$ cat src/rtl/assert_macros.svh
// ----------------------------------------------------------------------------
// assert_macros
// concurrent assertion helpers, compiled out when ASSERT_OFF is defined
// ----------------------------------------------------------------------------
`ifndef ASSERT_MACROS_SVH
`define ASSERT_MACROS_SVH
`ifndef ASSERT_OFF
`define ASSERT_IMP(lbl, clk, rst_n, a, b) \
    lbl: assert property (@(posedge clk) disable iff (!rst_n) (a) |-> (b)) \
        else $error("same-cycle check failed");
`define ASSERT_NXT(lbl, clk, rst_n, a, b) \
    lbl: assert property (@(posedge clk) disable iff (!rst_n) (a) |=> (b)) \
        else $error("next-cycle check failed");
`else
`define ASSERT_IMP(lbl, clk, rst_n, a, b)
`define ASSERT_NXT(lbl, clk, rst_n, a, b)
`endif
`endif

$ cat src/rtl/fbh_pkg.sv
// ----------------------------------------------------------------------------
// fbh_pkg
// shared constants and controller/datapath types of the histogram vote block
// ----------------------------------------------------------------------------
package fbh_pkg;

    localparam int DEF_BINS      = 16;
    localparam int DEF_BIN_WIDTH = 16;
    localparam int DEF_MAX_BATCH = 65535;

    localparam int CFG_IDX_W  = 1;
    localparam int CFG_DATA_W = 16;
    localparam logic [CFG_IDX_W-1:0] CFG_FG_RATE = 1'd0;
    localparam logic [CFG_IDX_W-1:0] CFG_BG_RATE = 1'd1;
    localparam logic [15:0] FG_RATE_RST = 16'd6554;
    localparam logic [15:0] BG_RATE_RST = 16'd13107;

    localparam int PROB_W  = 32;
    localparam int SKILL_W = 40;
    localparam int DIV_W   = 64;
    localparam int QUO_W   = 32;
    localparam int STEP_W  = 6;

    localparam logic [16:0]        W_ONE     = 17'h10000;
    localparam logic [15:0]        VOTE_HALF = 16'h8000;
    localparam logic [15:0]        VOTE_MAX  = 16'hFFFF;
    localparam logic [STEP_W-1:0]  FOLD_STEPS = 6'd32;
    localparam logic [STEP_W-1:0]  VOTE_STEPS = 6'd16;

    typedef struct packed {
        logic clr;
        logic take;
        logic smp_wr;
        logic fold_rd;
        logic fold_mul;
        logic fold_scl;
        logic fold_wr;
        logic skl_mul;
        logic skl_add;
        logic vote_mul;
        logic vote_sel;
        logic emit;
    } t_cmd;

    typedef struct packed {
        logic addr_last;
        logic fold_req;
        logic div_busy;
        logic out_free;
    } t_sts;

endpackage

$ cat src/rtl/fbh_ctrl.sv
// ----------------------------------------------------------------------------
// fbh_ctrl
// sequencer for clearing, sample update, batch fold walk and vote
// ----------------------------------------------------------------------------
module fbh_ctrl import fbh_pkg::*; (
    input  logic i_clk,
    input  logic i_rst_n,
    input  logic i_in_valid,
    input  logic i_in_kind,
    output logic o_in_ready,
    input  t_sts i_sts,
    output t_cmd o_cmd
);
    typedef enum logic [15:0] {
        ST_CLR   = 16'h0001,
        ST_IDLE  = 16'h0002,
        ST_S_RD  = 16'h0004,
        ST_S_WR  = 16'h0008,
        ST_F_RD  = 16'h0010,
        ST_F_MUL = 16'h0020,
        ST_F_DIV = 16'h0040,
        ST_F_SCL = 16'h0080,
        ST_F_WR  = 16'h0100,
        ST_K_MUL = 16'h0200,
        ST_K_ADD = 16'h0400,
        ST_V_RD  = 16'h0800,
        ST_V_MUL = 16'h1000,
        ST_V_SEL = 16'h2000,
        ST_V_DIV = 16'h4000,
        ST_OUT   = 16'h8000
    } t_state;

    t_state r_state;
    t_state n_state;

    always_ff @(posedge i_clk) begin
        if (!i_rst_n) begin
            r_state <= ST_CLR;
        end else begin
            r_state <= n_state;
        end
    end

    always_comb begin
        n_state    = r_state;
        o_cmd      = '0;
        o_in_ready = 1'b0;
        unique case (r_state)
            ST_CLR: begin
                o_cmd.clr = 1'b1;
                if (i_sts.addr_last) begin
                    n_state = ST_IDLE;
                end
            end
            ST_IDLE: begin
                o_in_ready = 1'b1;
                if (i_in_valid) begin
                    o_cmd.take = 1'b1;
                    n_state    = i_in_kind ? ST_V_RD : ST_S_RD;
                end
            end
            ST_S_RD: n_state = ST_S_WR;
            ST_S_WR: begin
                o_cmd.smp_wr = 1'b1;
                n_state      = i_sts.fold_req ? ST_F_RD : ST_IDLE;
            end
            ST_F_RD: begin
                o_cmd.fold_rd = 1'b1;
                n_state       = ST_F_MUL;
            end
            ST_F_MUL: begin
                o_cmd.fold_mul = 1'b1;
                n_state        = ST_F_DIV;
            end
            ST_F_DIV: begin
                if (!i_sts.div_busy) begin
                    n_state = ST_F_SCL;
                end
            end
            ST_F_SCL: begin
                o_cmd.fold_scl = 1'b1;
                n_state        = ST_F_WR;
            end
            ST_F_WR: begin
                o_cmd.fold_wr = 1'b1;
                n_state       = i_sts.addr_last ? ST_K_MUL : ST_F_RD;
            end
            ST_K_MUL: begin
                o_cmd.skl_mul = 1'b1;
                n_state       = ST_K_ADD;
            end
            ST_K_ADD: begin
                o_cmd.skl_add = 1'b1;
                n_state       = ST_OUT;
            end
            ST_V_RD: n_state = ST_V_MUL;
            ST_V_MUL: begin
                o_cmd.vote_mul = 1'b1;
                n_state        = ST_V_SEL;
            end
            ST_V_SEL: begin
                o_cmd.vote_sel = 1'b1;
                n_state        = ST_V_DIV;
            end
            ST_V_DIV: begin
                if (!i_sts.div_busy) begin
                    n_state = ST_OUT;
                end
            end
            ST_OUT: begin
                if (i_sts.out_free) begin
                    o_cmd.emit = 1'b1;
                    n_state    = ST_IDLE;
                end
            end
            default: n_state = ST_CLR;
        endcase
    end
endmodule

$ cat config.mk
export PLATFORM = sky130hd
export DESIGN_NAME = fbh_ctrl
export DESIGN_NICKNAME = d
export VERILOG_FILES = /design/src/rtl/assert_macros.svh /design/src/rtl/fbh_pkg.sv /design/src/rtl/fbh_ctrl.sv
export SDC_FILE = /design/constraint.sdc
export NUM_CORES = 1
export LEC_CHECK = 0
export ABC_AREA = 1
export BUFFER_PORTS_ARGS = -buffer_cell sky130_fd_sc_hd__buf_2
export CAP_MARGIN = 20
export CORE_MARGIN = 8
export CORE_UTILIZATION = 49
export DETAILED_ROUTE_END_ITERATION = 10
export PLACE_DENSITY = 0.85
export SLEW_MARGIN = 20
export SYNTH_ARGS = -nofsm -noshare
export SYNTH_HDL_FRONTEND = slang
export SYNTH_SLANG_ARGS = --single-unit
$ cat constraint.sdc
create_clock -name i_clk -period 1.6 [get_ports i_clk]
set_clock_uncertainty 0.2 [all_clocks]
set_input_delay 0.16 -clock i_clk [delete_from_list [all_inputs] [get_ports i_clk]]
set_output_delay 0.16 -clock i_clk [all_outputs]
set_load 0.01 [all_outputs]
# --- Word level (Yosys, flattened, before mapping) ---
# Index checks and enable logic that the tools add are counted.
totals:
  input_bits: 8
  elab_cells: 47
  reg_bits: 16
  output_inout_bits: 13
op_classes:
  eq_ne: 21
  reduce_logical: 1
  mux: 24
op_table:
  columns: ["operator", "count"]
  rows:
  - ["$pmux 16 s16", 1]
  - ["$mux 16", 5]
  - ["$eq 16x1->1 const B", 1]
  - ["$eq 16x10->1 const B", 1]
  - ["$eq 16x11->1 const B", 1]
  - ["$eq 16x12->1 const B", 1]
  - ["$eq 16x13->1 const B", 1]
  - ["$eq 16x14->1 const B", 1]
  - ["$eq 16x15->1 const B", 1]
  - ["$eq 16x16->1 const B", 1]
  - ["$eq 16x2->1 const B", 1]
  - ["$eq 16x3->1 const B", 1]
  - ["$eq 16x4->1 const B", 1]
  - ["$eq 16x5->1 const B", 1]
  - ["$eq 16x6->1 const B", 1]
  - ["$eq 16x7->1 const B", 1]
  - ["$eq 16x8->1 const B", 1]
  - ["$eq 16x9->1 const B", 1]
  - ["$mux 1", 15]
  - ["$mux 12", 1]
  - ["$mux 10", 1]
  - ["$ne 2x2->1 const B", 5]
  - ["$mux 5", 1]
  - ["$reduce_and 5->1", 1]

# --- Longest topological paths before layout ---
# Gate-level depths: netlist of run 1.
depth:
  word_depth: 3
  mapped_depth: 12
  ltp_nobuf: 12

# --- Worst setup path after synthesis of run 1 ---
# Ideal clock, no wire load.
synth_path:
  kind: "reg2reg"
  start: "reg r_state[3]"
  end: "reg r_state[14]"
  path_buffers: 0
  synth_period_minus_slack_ns: 1.537
  slack_ns: 0.063
  setup_ns: 0.111
  arrival_time_ns: 1.227
  stages_incl_launch_ff: 11
  required_ns: 1.289
  path_cell_list: "dfxtp_1 -> nor2_2 -> nand2_4 -> nor2_8 -> nand3_2 -> nor2_2 -> nor2_4 -> nand2_2 -> nand2_1 -> nand2_1 -> nor2_2"
synth_via:
  elab_chain_len: 3
  word_cells_on_any_way: 23
  cone_classes: "eq/ne (21); mux (1); reduce/logical (1)"
synth_rtl:
  columns: ["element", "line", "text"]
  rows:
  - ["from (decl)", "fbh_ctrl.sv:33", "t_state r_state;"]
  - ["from (signal assigned)", "fbh_ctrl.sv:40", "r_state <= n_state;"]
  - ["$eq 16x1->1 (tied with other cells)", "fbh_ctrl.sv:48", "unique case (r_state)"]
  - ["$ne 2x2->1 (no line)", null, null]
  - ["$reduce_and 5->1 (no line)", null, null]
# Several ways; a longest one is shown, not always the timed one.
# A chain may end at the register's enable or synchronous reset.

==> impl_table.tex, run 1 <==
\begin{tabular}{lr}
\hline
Metric & Value \\
\hline
\multicolumn{2}{l}{\textbf{Detailed routing}} \\
\quad Vias per inst & 5.776 \\
\quad DR DRC count & 0 \\
\quad Antenna Violating Nets Remaining & 0 \\
\quad Drt first-iter violations & $\sim$190 \\
\quad First-pass iteration count of the detailed router & 4 \\
\quad Number of vias in the routed layout & between 1,500 and 2,000 \\
\quad Average detailed-routed wire length per instance & approximately 20 µm \\
\quad Wire length reported by the detailed router & approximately 5500 µm \\
\multicolumn{2}{l}{\textbf{Critical path}} \\
\quad Worst Path Class, Setup & flop to output pin \\
\quad Worst path required time & approximately 1.2 ns \\
\quad R2r worst-path depth & 12 \\
\quad Critical path peak fanout & 6 \\
\quad Endpoint arrival time on the critical path & 1.66 ns \\
\quad CP Launch Type & flop \\
\quad Endpoint class of the critical path & output pin \\
\multicolumn{2}{l}{\textbf{CTS}} \\
\quad Number of buffers created by CTS & 3 \\
\quad CTS tree & done \\
\quad Clock-pin slew on the worst setup and hold paths & 0.10 ns \\
\quad Library cell used as clock root buffer & clkbuf\_4 \\
\quad Buffers from clock root to sink, at most & 2 \\
\quad Number of sinks on the clock net & 16 \\
\quad Later-pin clock latency in the skew report & slightly above 0.3 ns \\
\quad H-tree depth reported by CTS & 1 \\
\multicolumn{2}{l}{\textbf{Die}} \\
\quad Overall die area & a little over 4000 µm² \\
\quad Starting density of the core & 0.5098 \\
\quad Chip width & 63.51 µm \\
\quad Boundary Pins & 21 \\
\quad Height of the chip & about 64 µm \\
\quad Site Rows & 17 \\
\quad Core footprint & between 2000 and 2500 µm² \\
\multicolumn{2}{l}{\textbf{Global routing}} \\
\quad First-pass GRT wire length & about 7100 µm \\
\quad Antenna violations before repair & 0 \\
\quad Largest net degree at the start of global routing & 10 \\
\quad Global route overflow & 0 \\
\quad Vias in the first global route & approximately 1,500 \\
\quad Global-route usage over all layers & 0.2215 \\
\multicolumn{2}{l}{\textbf{Placement}} \\
\quad Quantity of I/O buffers inserted on ports & 20 \\
\quad Final weighted congestion in routability-driven placement & 0.8246 \\
\quad Detailed-placement wirelength estimate & 2279 µm \\
\multicolumn{2}{l}{\textbf{STA}} \\
\quad Hold slack & -0.02050 ns \\
\quad Slew of the pin with the lowest slew margin & between 0.3 and 0.4 ns \\
\quad Maximum clock frequency & 0.4961 GHz \\
\quad Total negative slack & -7.111 ns \\
\quad Shortest clock period the worst path allows after layout & between 2 and 2.5 ns \\
\quad RSZ-0062 raised after global routing & true \\
\quad Final Max Tran Viols & 0 \\
\quad Final WS setup & -0.4157 ns \\
\quad Final worst path period share & 1.260 \\
\quad Total setup violations reported at the end of the flow & 24 \\
\quad Final hold violations & 1 \\
\quad Worst slew margin relative to its limit & 0.7524 \\
\multicolumn{2}{l}{\textbf{Logic synthesis}} \\
\quad Seq/Total Area, Yosys & 0.2896 \\
\quad Count of distinct cell types in the synthesized netlist & 20 \\
\quad Cells after Synth & $\sim$170 \\
\quad Number of synthesized register bits & 16 \\
\quad Net count after synthesis & $\sim$180 \\
\quad Most area-consuming cells after synthesis & dfxtp\_1, inv\_1, nand2\_1 \\
\quad Count of warnings emitted by yosys & 0 \\
\quad Synthesized area per cell & around 6.4 µm² \\
\quad Cell type contributing the most total cell area after synthesis & dfxtp\_1 \\
\quad Area share of the largest cell type after synthesis & 0.2896 \\
\quad Summed instance area of the synthesized netlist & around 1100 µm² \\
\multicolumn{2}{l}{\textbf{Pwr}} \\
\quad Sum of internal, switching and leakage power & about 2.3 mW \\
\quad Worst IR Drop VDD & between 1000 and 1500 µV \\
\quad Static Leakage & between 1 and 1.5 nW \\
\quad Power density of the placed cells & approximately 1100 nW/µm² \\
\multicolumn{2}{l}{\textbf{Outcome}} \\
\quad Violated checks & hold timing, setup timing \\
\quad Outcome & finished with violations \\
\multicolumn{2}{l}{\textbf{Final layout}} \\
\quad Antenna diode count & 0 \\
\quad Top Registers & r\_state (16) \\
\quad Final core utilization & 0.9233 \\
\quad Number of fill cells in the layout & between 80 and 90 \\
\quad Fraction of layout instances using a drive strength above 1 & 0.6270 \\
\quad Flip-flop count of the largest register after layout & 16 \\
\quad Reg with most FFs & r\_state \\
\quad Area overhead of the layout relative to synthesis & 81.11\% \\
\quad Layout net count & 253 \\
\multicolumn{2}{l}{\textbf{Job}} \\
\quad Max-cap check violation count & 0 \\
\multicolumn{2}{l}{\textbf{Hold path}} \\
\quad Count of cells along the worst hold path & 4 \\
\quad Tightest Hold Check Type & primary input to flop \\
\hline
\end{tabular}
-- path summary, 6_finish.rpt --
kind / start / end / slack [ns]
worst max register to register: r_state[14] / r_state[13] / -0.34
worst min-delay path: i_in_valid / r_state[1] / -0.02
worst max-delay path: r_state[5] / o_cmd[0] / -0.42
worst min register to register: r_state[14] / r_state[14] / 0.47
-- kinds of logic after synthesis --
family          after synthesis  synth area share
compound gates                4           0.02036
buf+inv                      38            0.1357
simple gates                115            0.5543
flops                        16            0.2896
-- worst max-delay path: stages (launching register included) --
cell and delay, ns:
dfxtp_2 0.36, nor2_4 0.14, nand2_4 0.12, nor2_8 0.24, nand3_4 0.10, buf_6 0.12, nor2_1 0.11, buf_2 0.15
-- cell usage after synthesis --
cell type	number
nand4_1	1
a21oi_1	2
nand2_4	3
nor2_2	12
nor3_2	1
o211ai_1	1
nand3_2	3
clkinv_1	1
dfxtp_1	16
o21ai_0	1
nand2_1	31
nor2_8	1
nand3_1	16
inv_1	33
nand2_2	8
nor3_1	6
buf_6	1
inv_2	3
nor2_1	28
nor2_4	5
-- report_power, final --
part / switching [mW] / internal (mW)
clock network: 0.145 / 0.139
registers: 0.0502 / 0.441
logic: 0.867 / 0.628
total: 1.06 / 1.21
-- per-stage QoR --
| stage | hold slack [ns] | setup slack [ns] | area (µm²) | std cells |
|---|---|---|---|---|
| after detailed placement | 0.2312 | -0.1382 | 1373 | 239 |
| after floorplan | 0.04452 | 0.06256 | 1106 | 173 |
| after CTS | 0.01522 | -0.2684 | 1787 | 267 |
| after global routing | -0.02350 | -0.4527 | 2003 | 272 |
| after global placement | 0.2255 | -0.09123 | 1373 | 239 |
| final | -0.02050 | -0.4157 | 2003 | 272 |
-- layout by cell type (no fill, tap or decap), types with 2 or more instances in the layout --
cell type,count
nor2_4,16
buf_2,10
a21oi_1,2
nand2_4,10
dfxtp_2,14
inv_1,22
dlygate4sd3_1,4
nand3_2,5
nor3_1,4
nor2_1,21
nand3_4,4
dfxtp_1,2
nand2_2,9
nor3_2,3
nand3_1,10
nand2_1,22
nor2_2,8
inv_2,12
buf_4,29
clkbuf_4,3
buf_6,24
-- per-layer routing --
metal | up-vias | track usage | part of all wire
met1 | 745 | 0.2553 | 0.38
met3 | 34 | 0.04240 | 0.092
met5 | - | 0 | 0
li1 | 668 | - | -
met4 | 0 | 0.1337 | 0.065
met2 | 124 | 0.3676 | 0.46
-- final cells by class --
cell class | instances | area (µm²) | share of cell area
Tap cell | 28 | 35.03 | 0.01749
Inverter | 37 | 146.4 | 0.07308
Sequential cell | 16 | 337.8 | 0.1686
Clock buffer | 4 | 36.28 | 0.01811
Timing Repair Buffer | 68 | 598.1 | 0.2986
Multi-Input combinational cell | 119 | 849.6 | 0.4241
-- timing repair --
item / in CTS / in global routing
buffers inserted: 21 / 5
setup endpoints to repair: 23 / 25
resized for setup: 55 / 44
endpoints found under the hold margin: 8 / 0
pin swaps: 21 / 13
hold buffers: 4 / 0
(Power assumes the default switching activity.)
==> inputs of run 2 (changes only) <==
--- a/config.mk
+++ b/config.mk
@@ -11,7 +11,7 @@
 export CORE_MARGIN = 8
 export CORE_UTILIZATION = 49
 export DETAILED_ROUTE_END_ITERATION = 10
-export PLACE_DENSITY = 0.85
+export PLACE_DENSITY = 0.75
 export SLEW_MARGIN = 20
 export SYNTH_ARGS = -nofsm -noshare
 export SYNTH_HDL_FRONTEND = slang
==> impl_table.tex, run 2 <==
\begin{tabular}{lr}
\hline
Metric & Value \\
\hline
\multicolumn{2}{l}{\textbf{Outcome}} \\
\quad Outcome & did not finish \\
\quad Stage where the flow stopped & global routing (5\_1\_grt) \\
\quad Run-stopping error & [ERROR DPL-0038] Utilization greater than 100\%, impossible to legalize \\
\multicolumn{2}{l}{\textbf{Logic synthesis}} \\
\quad Cells after Synth & about 170 \\
\quad Commonest cells in the synthesized netlist & inv\_1, nand2\_1, nor2\_1, dfxtp\_1, nand3\_1 \\
\quad Most area-consuming cells after synthesis & dfxtp\_1, inv\_1, nand2\_1 \\
\quad Count of warnings emitted by yosys & 0 \\
\quad Net count after synthesis & around 180 \\
\quad Most frequent cell after synthesis & inv\_1 \\
\quad Post-synthesis async set-or-reset flop share & 0 \\
\quad Cell type contributing the most total cell area after synthesis & dfxtp\_1 \\
\quad Area share of the largest cell type after synthesis & 0.2896 \\
\quad Predominant post-synthesis flop cell & dfxtp\_1 \\
\quad Summed instance area of the synthesized netlist & $\sim$1100 µm² \\
\quad Number of synthesized register bits & 16 \\
\quad Synthesized area per cell & between 6 and 7 µm² \\
\quad Count of distinct cell types in the synthesized netlist & 20 \\
\quad Seq/Total Area, Yosys & 0.2896 \\
\quad EDFF count, synth & 0 \\
\multicolumn{2}{l}{\textbf{CTS}} \\
\quad Number of sinks on the clock net & 16 \\
\quad Buffers from clock root to sink, at most & 2 \\
\quad Number of buffers created by CTS & 3 \\
\quad Library cell used as clock root buffer & clkbuf\_4 \\
\quad H-tree depth reported by CTS & 1 \\
\multicolumn{2}{l}{\textbf{Die}} \\
\quad Chip width & between 60 and 70 µm \\
\quad Boundary Pins & 21 \\
\quad Height of the chip & 63.51 µm \\
\quad Site Rows & 17 \\
\quad Starting density of the core & 0.5098 \\
\multicolumn{2}{l}{\textbf{Placement}} \\
\quad Detailed-placement wirelength estimate & 2234 µm \\
\quad Dpl ws & -0.1020 ns \\
\quad Final weighted congestion in routability-driven placement & a little over 0.9 \\
\quad Quantity of I/O buffers inserted on ports & 20 \\
\multicolumn{2}{l}{\textbf{Global routing}} \\
\quad Largest net degree at the start of global routing & 10 \\
\multicolumn{2}{l}{\textbf{STA}} \\
\quad Worst setup endpoint GRT & o\_cmd[10] \\
\quad Pin category terminating the worst setup path after the last repair & top-level output \\
\hline
\end{tabular}
[run 2: cell counts after synthesis]
No cell type changed its count.
[run 2: what timing repair did]
action                                  CTS
cloned                                    0
endpoints found under the setup margin   22
endpoints found under the hold margin    11
hold buffers                              5
pin swaps                                26
setup buffers                            62
gates resized for setup                  81
[run 2: through the flow]
stage	util	cell area, µm²	setup TNS [ns]	hold slack, ns	instances
after detailed placement	0.6326	1373	-0.5378	0.2395	239
after floorplan	-	1106	0	0.04452	173
after CTS	0.8789	1907	-3.331	0.02111	271
after global placement	0.6326	1373	-0.2343	0.2373	239
[run 2: cell families after synthesis]
family,count (synthesis),synth area share
AND/OR/NAND/NOR,115,0.5543
buffers and inverters,38,0.1357
flip-flops,16,0.2896
AO/OA/AOI/OAI,4,0.02036
==> inputs of run 3 (changes only) <==
--- a/config.mk
+++ b/config.mk
@@ -8,10 +8,10 @@
 export ABC_AREA = 1
 export BUFFER_PORTS_ARGS = -buffer_cell sky130_fd_sc_hd__buf_2
 export CAP_MARGIN = 20
-export CORE_MARGIN = 8
-export CORE_UTILIZATION = 49
+export CORE_AREA = 8 8 69 71
 export DETAILED_ROUTE_END_ITERATION = 10
-export PLACE_DENSITY = 0.75
+export DIE_AREA = 0 0 77 79
+export PLACE_DENSITY_LB_ADDON = 0.15
 export SLEW_MARGIN = 20
 export SYNTH_ARGS = -nofsm -noshare
 export SYNTH_HDL_FRONTEND = slang
==> constraint.sdc (replaced) <==
create_clock -name i_clk -period 2.08 [get_ports i_clk]
set_clock_uncertainty 0.2 [all_clocks]
set_input_delay 0.208 -clock i_clk [delete_from_list [all_inputs] [get_ports i_clk]]
set_output_delay 0.208 -clock i_clk [all_outputs]
set_load 0.01 [all_outputs]
==> impl_table.tex, run 3 (synthesized netlist as in run 1, its figures left out) <==
\begin{tabular}{lr}
\hline
Metric & Value \\
\hline
\multicolumn{2}{l}{\textbf{CTS}} \\
\quad Number of buffers created by CTS & 3 \\
\quad Later-pin clock latency in the skew report & between 0.2 and 0.3 ns \\
\quad Number of buffers added to fix hold violations after cts & 1 \\
\quad Library cell used as clock root buffer & clkbuf\_8 \\
\quad H-tree depth reported by CTS & 1 \\
\quad Clock-pin slew on the worst setup and hold paths & $\sim$0.070 ns \\
\quad Number of sinks on the clock net & 16 \\
\quad CTS tree & done \\
\quad Number of buffers inserted by post-CTS setup repair & 0 \\
\quad Buffers from clock root to sink, at most & 2 \\
\quad Post-CTS sizing & 0 \\
\multicolumn{2}{l}{\textbf{Detailed routing}} \\
\quad Number of vias in the routed layout & roughly 1,000 \\
\quad Wire length reported by the detailed router & about 2800 µm \\
\quad DR DRC count & 0 \\
\quad Drt first-iter violations & 66 \\
\quad Vias per inst & 4.171 \\
\quad Antenna Violating Nets Remaining & 0 \\
\quad Average detailed-routed wire length per instance & approximately 11 µm \\
\quad First-pass iteration count of the detailed router & 4 \\
\multicolumn{2}{l}{\textbf{STA}} \\
\quad Slew of the pin with the lowest slew margin & approximately 0.29 ns \\
\quad Total setup violations reported at the end of the flow & 0 \\
\quad Shortest clock period the worst path allows after layout & approximately 1.9 ns \\
\quad RSZ-0062 raised after global routing & false \\
\quad Final hold violations & 0 \\
\quad Total negative slack & 0 ns \\
\quad Maximum clock frequency & 0.5317 GHz \\
\quad Final worst path period share & 0.9043 \\
\quad Final Max Tran Viols & 0 \\
\quad Worst slew margin relative to its limit & 0.8070 \\
\multicolumn{2}{l}{\textbf{Global routing}} \\
\quad Antenna violations before repair & 0 \\
\quad Largest net degree at the start of global routing & 12 \\
\quad Vias in the first global route & roughly 1,000 \\
\quad Global-route usage over all layers & 0.09685 \\
\quad First-pass GRT wire length & 4767 µm \\
\quad Global route overflow & 0 \\
\multicolumn{2}{l}{\textbf{Die}} \\
\quad Height of the chip & 79 µm \\
\quad Starting density of the core & 0.2912 \\
\quad Core footprint & 3799 µm² \\
\quad Site Rows & 23 \\
\quad Boundary Pins & 21 \\
\quad Chip width & a little under 80 µm \\
\quad Overall die area & around 6100 µm² \\
\multicolumn{2}{l}{\textbf{Final layout}} \\
\quad Commonest non-fill, non-tap cell in the layout & inv\_1 \\
\quad Area overhead of the layout relative to synthesis & 18.33\% \\
\quad Fraction of layout instances using a drive strength above 1 & 0.3010 \\
\quad Flip-flop count of the largest register after layout & 16 \\
\quad Commonest cells after routing, fill and taps aside & inv\_1, nand2\_1, nor2\_1 \\
\quad Number of fill cells in the layout & approximately 450 \\
\quad Layout net count & approximately 210 \\
\quad Area occupied by multi-input gates & 635.6 µm² \\
\quad Top Registers & r\_state (16) \\
\quad Final core utilization & 0.3445 \\
\quad Storage cell area & approximately 320 µm² \\
\quad Reg with most FFs & r\_state \\
\quad Antenna diode count & 0 \\
\multicolumn{2}{l}{\textbf{Critical path}} \\
\quad Critical path peak fanout & 11 \\
\quad CP Launch Type & flop \\
\quad Endpoint arrival time on the critical path & about 1.5 ns \\
\quad FF-to-FF End & r\_state[5] \\
\quad Endpoint class of the critical path & output pin \\
\quad Worst setup path end & o\_cmd[9] \\
\quad R2r worst-path depth & 11 \\
\quad CP Launch Point & r\_state[15] \\
\quad Worst R2R Setup Slack & 0.32 ns \\
\quad Worst r2r src & r\_state[15] \\
\quad Worst path required time & between 1.5 and 2 ns \\
\quad Worst Path Class, Setup & flop to output pin \\
\multicolumn{2}{l}{\textbf{Pwr}} \\
\quad Power density of the placed cells & between 800 and 900 nW/µm² \\
\quad Proportion of power drawn by flip-flops and latches & 0.321 \\
\quad Internal power & roughly 650 µW \\
\quad Fraction of power spent switching nets & 0.4287 \\
\quad Relative contribution of combinational cells to total power & 0.469 \\
\quad Worst IR Drop VDD & 258.8 µV \\
\quad Relative contribution of the clock network to total power & 0.210 \\
\quad Static Leakage & roughly 0.73 nW \\
\quad Net switching component of the power & 486.4 µW \\
\multicolumn{2}{l}{\textbf{Outcome}} \\
\quad Outcome & complete, no violations \\
\multicolumn{2}{l}{\textbf{Placement}} \\
\quad Detailed-placement wirelength estimate & between 2000 and 2500 µm \\
\quad Quantity of I/O buffers inserted on ports & 20 \\
\quad Final weighted congestion in routability-driven placement & around 0.75 \\
\multicolumn{2}{l}{\textbf{Hold path}} \\
\quad Tightest Hold Check Type & primary input to flop \\
\multicolumn{2}{l}{\textbf{Job}} \\
\quad Max-cap check violation count & 0 \\
\hline
\end{tabular}
-- run 3: power by group through the flow --
stage	clock network (mW)	registers (mW)	logic [mW]
after CTS	0.248	0.365	0.542
after floorplan	0	0.365	0.437
after global placement	0	0.372	0.542
after global routing	0.262	0.370	0.602
after detailed placement	0	0.372	0.537
final	0.238	0.364	0.532
-- run 3: cell type report --
type                            count  share of cell area
Tap cell                           50             0.04780
Timing Repair Buffer               21             0.08413
Clock buffer                        3             0.03155
Inverter                           37              0.1061
Sequential cell                    16              0.2447
Multi-Input combinational cell    119              0.4857
-- run 3: per-stage QoR --
step                      hold slack (ns)  worst slack, ns  std cells  instance area, µm²  power [mW]
after floorplan                   0.09252           0.5426        173                1106      0.8014
after global placement             0.2631           0.3106        242                1257      0.9142
after detailed placement           0.2564           0.3597        242                1257      0.9094
after CTS                         0.03854           0.1968        246                1309       1.154
after global routing              0.04306          0.06626        246                1309       1.233
final                             0.02753           0.1991        246                1309       1.135
-- run 3: how the worst min path moves through the flow --
stage | end | depth (start not counted) | slack, ns | start
after global routing | r_state[11] | 3 | 0.04 | i_in_kind
after detailed placement | r_state[0] | 2 | 0.26 | i_rst_n
after global placement | r_state[0] | 2 | 0.26 | i_rst_n
after CTS | r_state[11] | 3 | 0.04 | i_in_kind
final | r_state[11] | 3 | 0.03 | i_in_kind
after floorplan | r_state[0] | 1 | 0.09 | i_rst_n
-- run 3: worst max-delay path: stages (launching register included) --
cell and delay [ns]:
dfxtp_1 0.33, nor2_2 0.14, nand2_2 0.10, nor2_4 0.27, nand2_1 0.16, inv_1 0.10, buf_2 0.13
-- run 3: layer usage --
layer,global-route usage,part of all wire
met5,0,0
met4,0.03396,0.011
met3,0.02257,0.047
met2,0.1521,0.46
met1,0.1272,0.48
==> inputs of run 4 (changes only) <==
--- a/config.mk
+++ b/config.mk
@@ -5,7 +5,6 @@
 export SDC_FILE = /design/constraint.sdc
 export NUM_CORES = 1
 export LEC_CHECK = 0
-export ABC_AREA = 1
 export BUFFER_PORTS_ARGS = -buffer_cell sky130_fd_sc_hd__buf_2
 export CAP_MARGIN = 20
 export CORE_AREA = 8 8 69 71
==> impl_table.tex, run 4 <==
\begin{tabular}{lr}
\hline
Metric & Value \\
\hline
\multicolumn{2}{l}{\textbf{Final layout}} \\
\quad Fraction of layout instances using a drive strength above 1 & 0.5734 \\
\quad Commonest cells after routing, fill and taps aside & buf\_4, buf\_2, nor2\_1 \\
\quad Flip-flop count of the largest register after layout & 16 \\
\quad Final non-filler cell total & 268 \\
\quad Commonest non-fill, non-tap cell in the layout & buf\_4 \\
\quad Antenna diode count & 0 \\
\quad Top Registers & r\_state (16) \\
\quad Area overhead of the layout relative to synthesis & 69.77\% \\
\quad Layout net count & between 200 and 250 \\
\quad Final core utilization & 0.5346 \\
\quad Reg with most FFs & r\_state \\
\multicolumn{2}{l}{\textbf{Placement}} \\
\quad Placed Cells incl. Taps & approximately 250 \\
\quad Detailed-placement wirelength estimate & roughly 3100 µm \\
\quad Quantity of I/O buffers inserted on ports & 20 \\
\quad Final weighted congestion in routability-driven placement & roughly 0.86 \\
\multicolumn{2}{l}{\textbf{Detailed routing}} \\
\quad DR top layer & met4 \\
\quad Drt first-iter violations & 144 \\
\quad Vias per inst & about 5.6 \\
\quad First-pass iteration count of the detailed router & 6 \\
\quad Wire length reported by the detailed router & 4590 µm \\
\quad DR DRC count & 0 \\
\quad Met2 WL post-DR & approximately 2200 µm \\
\quad Post-Route M1 WL & approximately 2000 µm \\
\quad Antenna Violating Nets Remaining & 0 \\
\quad Number of vias in the routed layout & 1,494 \\
\quad Met3 layer wire length in the routed design & around 300 µm \\
\quad Average detailed-routed wire length per instance & approximately 17 µm \\
\multicolumn{2}{l}{\textbf{Die}} \\
\quad Height of the chip & 79 µm \\
\quad Site Rows & 23 \\
\quad Overall die area & 6083 µm² \\
\quad Chip width & 77 µm \\
\quad Core footprint & approximately 3800 µm² \\
\quad Starting density of the core & 0.3149 \\
\quad Boundary Pins & 21 \\
\multicolumn{2}{l}{\textbf{Logic synthesis}} \\
\quad Seq/Total Area, Yosys & 0.2678 \\
\quad Count of warnings emitted by yosys & 0 \\
\quad EDFF count, synth & 0 \\
\quad Predominant post-synthesis flop cell & dfxtp\_1 \\
\quad Cell type contributing the most total cell area after synthesis & dfxtp\_1 \\
\quad Cells after Synth & 150 \\
\quad Most area-consuming cells after synthesis & dfxtp\_1, nor2\_1, nor3\_1 \\
\quad Most frequent cell after synthesis & nor2\_1 \\
\quad Area share of the largest cell type after synthesis & 0.2678 \\
\quad Synthesized area per cell & around 8.0 µm² \\
\quad Summed instance area of the synthesized netlist & approximately 1200 µm² \\
\quad Net count after synthesis & between 150 and 200 \\
\quad Commonest cells in the synthesized netlist & nor2\_1, dfxtp\_1, nor3\_1, nand2\_1 \\
\quad Post-synthesis async set-or-reset flop share & 0 \\
\quad Number of synthesized register bits & 16 \\
\quad Count of distinct cell types in the synthesized netlist & 47 \\
\multicolumn{2}{l}{\textbf{Global routing}} \\
\quad Global route overflow & 0 \\
\quad Global-route usage over all layers & 0.1410 \\
\quad Antenna violations before repair & 0 \\
\quad First-pass GRT wire length & approximately 7000 µm \\
\quad Largest net degree at the start of global routing & 11 \\
\quad Vias in the first global route & 1,461 \\
\multicolumn{2}{l}{\textbf{CTS}} \\
\quad Buffers from clock root to sink, at most & 2 \\
\quad Number of sinks on the clock net & 16 \\
\quad CTS tree & done \\
\quad Later-pin clock latency in the skew report & between 0.2 and 0.3 ns \\
\quad Library cell used as clock root buffer & clkbuf\_8 \\
\quad H-tree depth reported by CTS & 1 \\
\quad Number of buffers created by CTS & 3 \\
\quad Clock-pin slew on the worst setup and hold paths & 0.07 ns \\
\multicolumn{2}{l}{\textbf{Critical path}} \\
\quad CP bufs+invs & 4 \\
\quad FF-to-FF End & r\_state[6] \\
\quad Endpoint class of the critical path & output pin \\
\quad Highest-delay cell along the critical path & or3\_4 \\
\quad Worst Path Class, Setup & flop to output pin \\
\quad Critical path peak fanout & 6 \\
\quad CP Launch Type & flop \\
\quad Cell repeated most along the worst path & buf\_6 \\
\quad Worst r2r src & r\_state[9] \\
\quad Delay contributed by the slowest stage of the critical path & 0.35 ns \\
\quad Worst path required time & between 1.5 and 2 ns \\
\quad Kind of cell adding the most delay to the critical path & simple AND/OR/NAND/NOR gates \\
\quad R2r worst-path depth & 8 \\
\quad Cell count along the critical path & 7 \\
\quad Critical-path cell list & nor4\_4 > buf\_6 > nand2\_4 > or3\_4 > buf\_6 > inv\_2 > buf\_6 \\
\quad Endpoint arrival time on the critical path & $\sim$1.7 ns \\
\quad Worst R2R Setup Slack & -0.04 ns \\
\multicolumn{2}{l}{\textbf{STA}} \\
\quad RSZ-0062 raised after global routing & true \\
\quad Maximum clock frequency & between 0.4 and 0.5 GHz \\
\quad Slew of the pin with the lowest slew margin & $\sim$0.42 ns \\
\quad Final worst path period share & 1.029 \\
\quad Final hold violations & 0 \\
\quad Final WS setup & -0.05953 ns \\
\quad Worst slew margin relative to its limit & 0.7169 \\
\quad Total negative slack & -0.2570 ns \\
\quad Shortest clock period the worst path allows after layout & about 2.1 ns \\
\quad Total setup violations reported at the end of the flow & 11 \\
\quad Final Max Tran Viols & 0 \\
\multicolumn{2}{l}{\textbf{Pwr}} \\
\quad Relative contribution of combinational cells to total power & 0.517 \\
\quad Proportion of power drawn by flip-flops and latches & 0.264 \\
\quad Static Leakage & roughly 0.9 nW \\
\quad Relative contribution of the clock network to total power & 0.219 \\
\quad Internal power & 839.6 µW \\
\quad Fraction of power spent switching nets & 0.3848 \\
\quad Power density of the placed cells & 672.1 nW/µm² \\
\quad Worst IR Drop VDD & approximately 370 µV \\
\quad Net switching component of the power & 525.2 µW \\
\multicolumn{2}{l}{\textbf{Outcome}} \\
\quad Outcome & finished with violations \\
\quad Violated checks & setup timing \\
\multicolumn{2}{l}{\textbf{Hold path}} \\
\quad Worst hold endpoint & r\_state[9] \\
\quad Count of cells along the worst hold path & 2 \\
\quad Tightest Hold Check Type & primary input to flop \\
\quad Min-delay src & i\_sts[3] \\
\multicolumn{2}{l}{\textbf{Job}} \\
\quad Max-cap check violation count & 0 \\
\hline
\end{tabular}
run 4: worst max-delay path by stage:
stage | slack (ns) | to | from
after floorplan | -0.01 | r_state[5] | r_state[15]
after global placement | -0.09 | r_state[1] | r_state[1]
after detailed placement | -0.08 | r_state[1] | r_state[1]
after CTS | -0.03 | o_cmd[6] | r_state[9]
after global routing | -0.12 | o_cmd[6] | r_state[3]
final | -0.06 | o_cmd[6] | r_state[9]
run 4: power by group through the flow:
stage | combinational, mW | sequential [mW] | clock, mW
2_1_floorplan | 0.330 | 0.332 | 0
6_report | 0.706 | 0.361 | 0.298
3_3_place_gp | 0.526 | 0.361 | 0
3_5_place_dp | 0.519 | 0.364 | 0
5_1_grt | 0.741 | 0.363 | 0.312
4_1_cts | 0.617 | 0.361 | 0.296
run 4: per-stage QoR:
| stage | hold WS, ns | setup WS [ns] | cell area, µm² | total power, mW |
|---|---|---|---|---|
| after floorplan | 0.07999 | -0.01261 | 1219 | 0.6616 |
| after detailed placement | 0.1810 | -0.07592 | 1600 | 0.8831 |
| final | 0.03498 | -0.05953 | 2031 | 1.365 |
| after CTS | 0.03406 | -0.03496 | 1868 | 1.275 |
| after global placement | 0.1812 | -0.08758 | 1600 | 0.8873 |
| after global routing | 0.04885 | -0.1233 | 2031 | 1.416 |
run 4: layer usage:
metal	up-vias	GRT usage
met4	0	0.07170
li1	699	-
met1	711	0.1651
met5	-	0
met2	68	0.2345
met3	16	0.03612
run 4: cell type report:
cell class	instances	area, µm²
multi-input combinational	117	993.5
inverter	7	26.28
fill	371	1768
timing repair buffer	74	556.8
clock buffer	4	55.05
tap	50	62.56
sequential	16	336.6
run 4: logic make-up after synthesis:
logic type      share of synthesized area
simple gates                       0.4498
compound gates                     0.1810
buf+inv                           0.05648
flops                              0.2678
xor+xnor                          0.03661
mux                              0.008369
run 4: timing repair:
action | 4_1_cts | 5_1_grt
endpoints found under the hold margin | 2 | 0
buffers inserted | 15 | 5
setup endpoints to repair | 18 | 23
pin swaps | 12 | 13
resized for setup | 27 | 27
hold buffers | 1 | 0
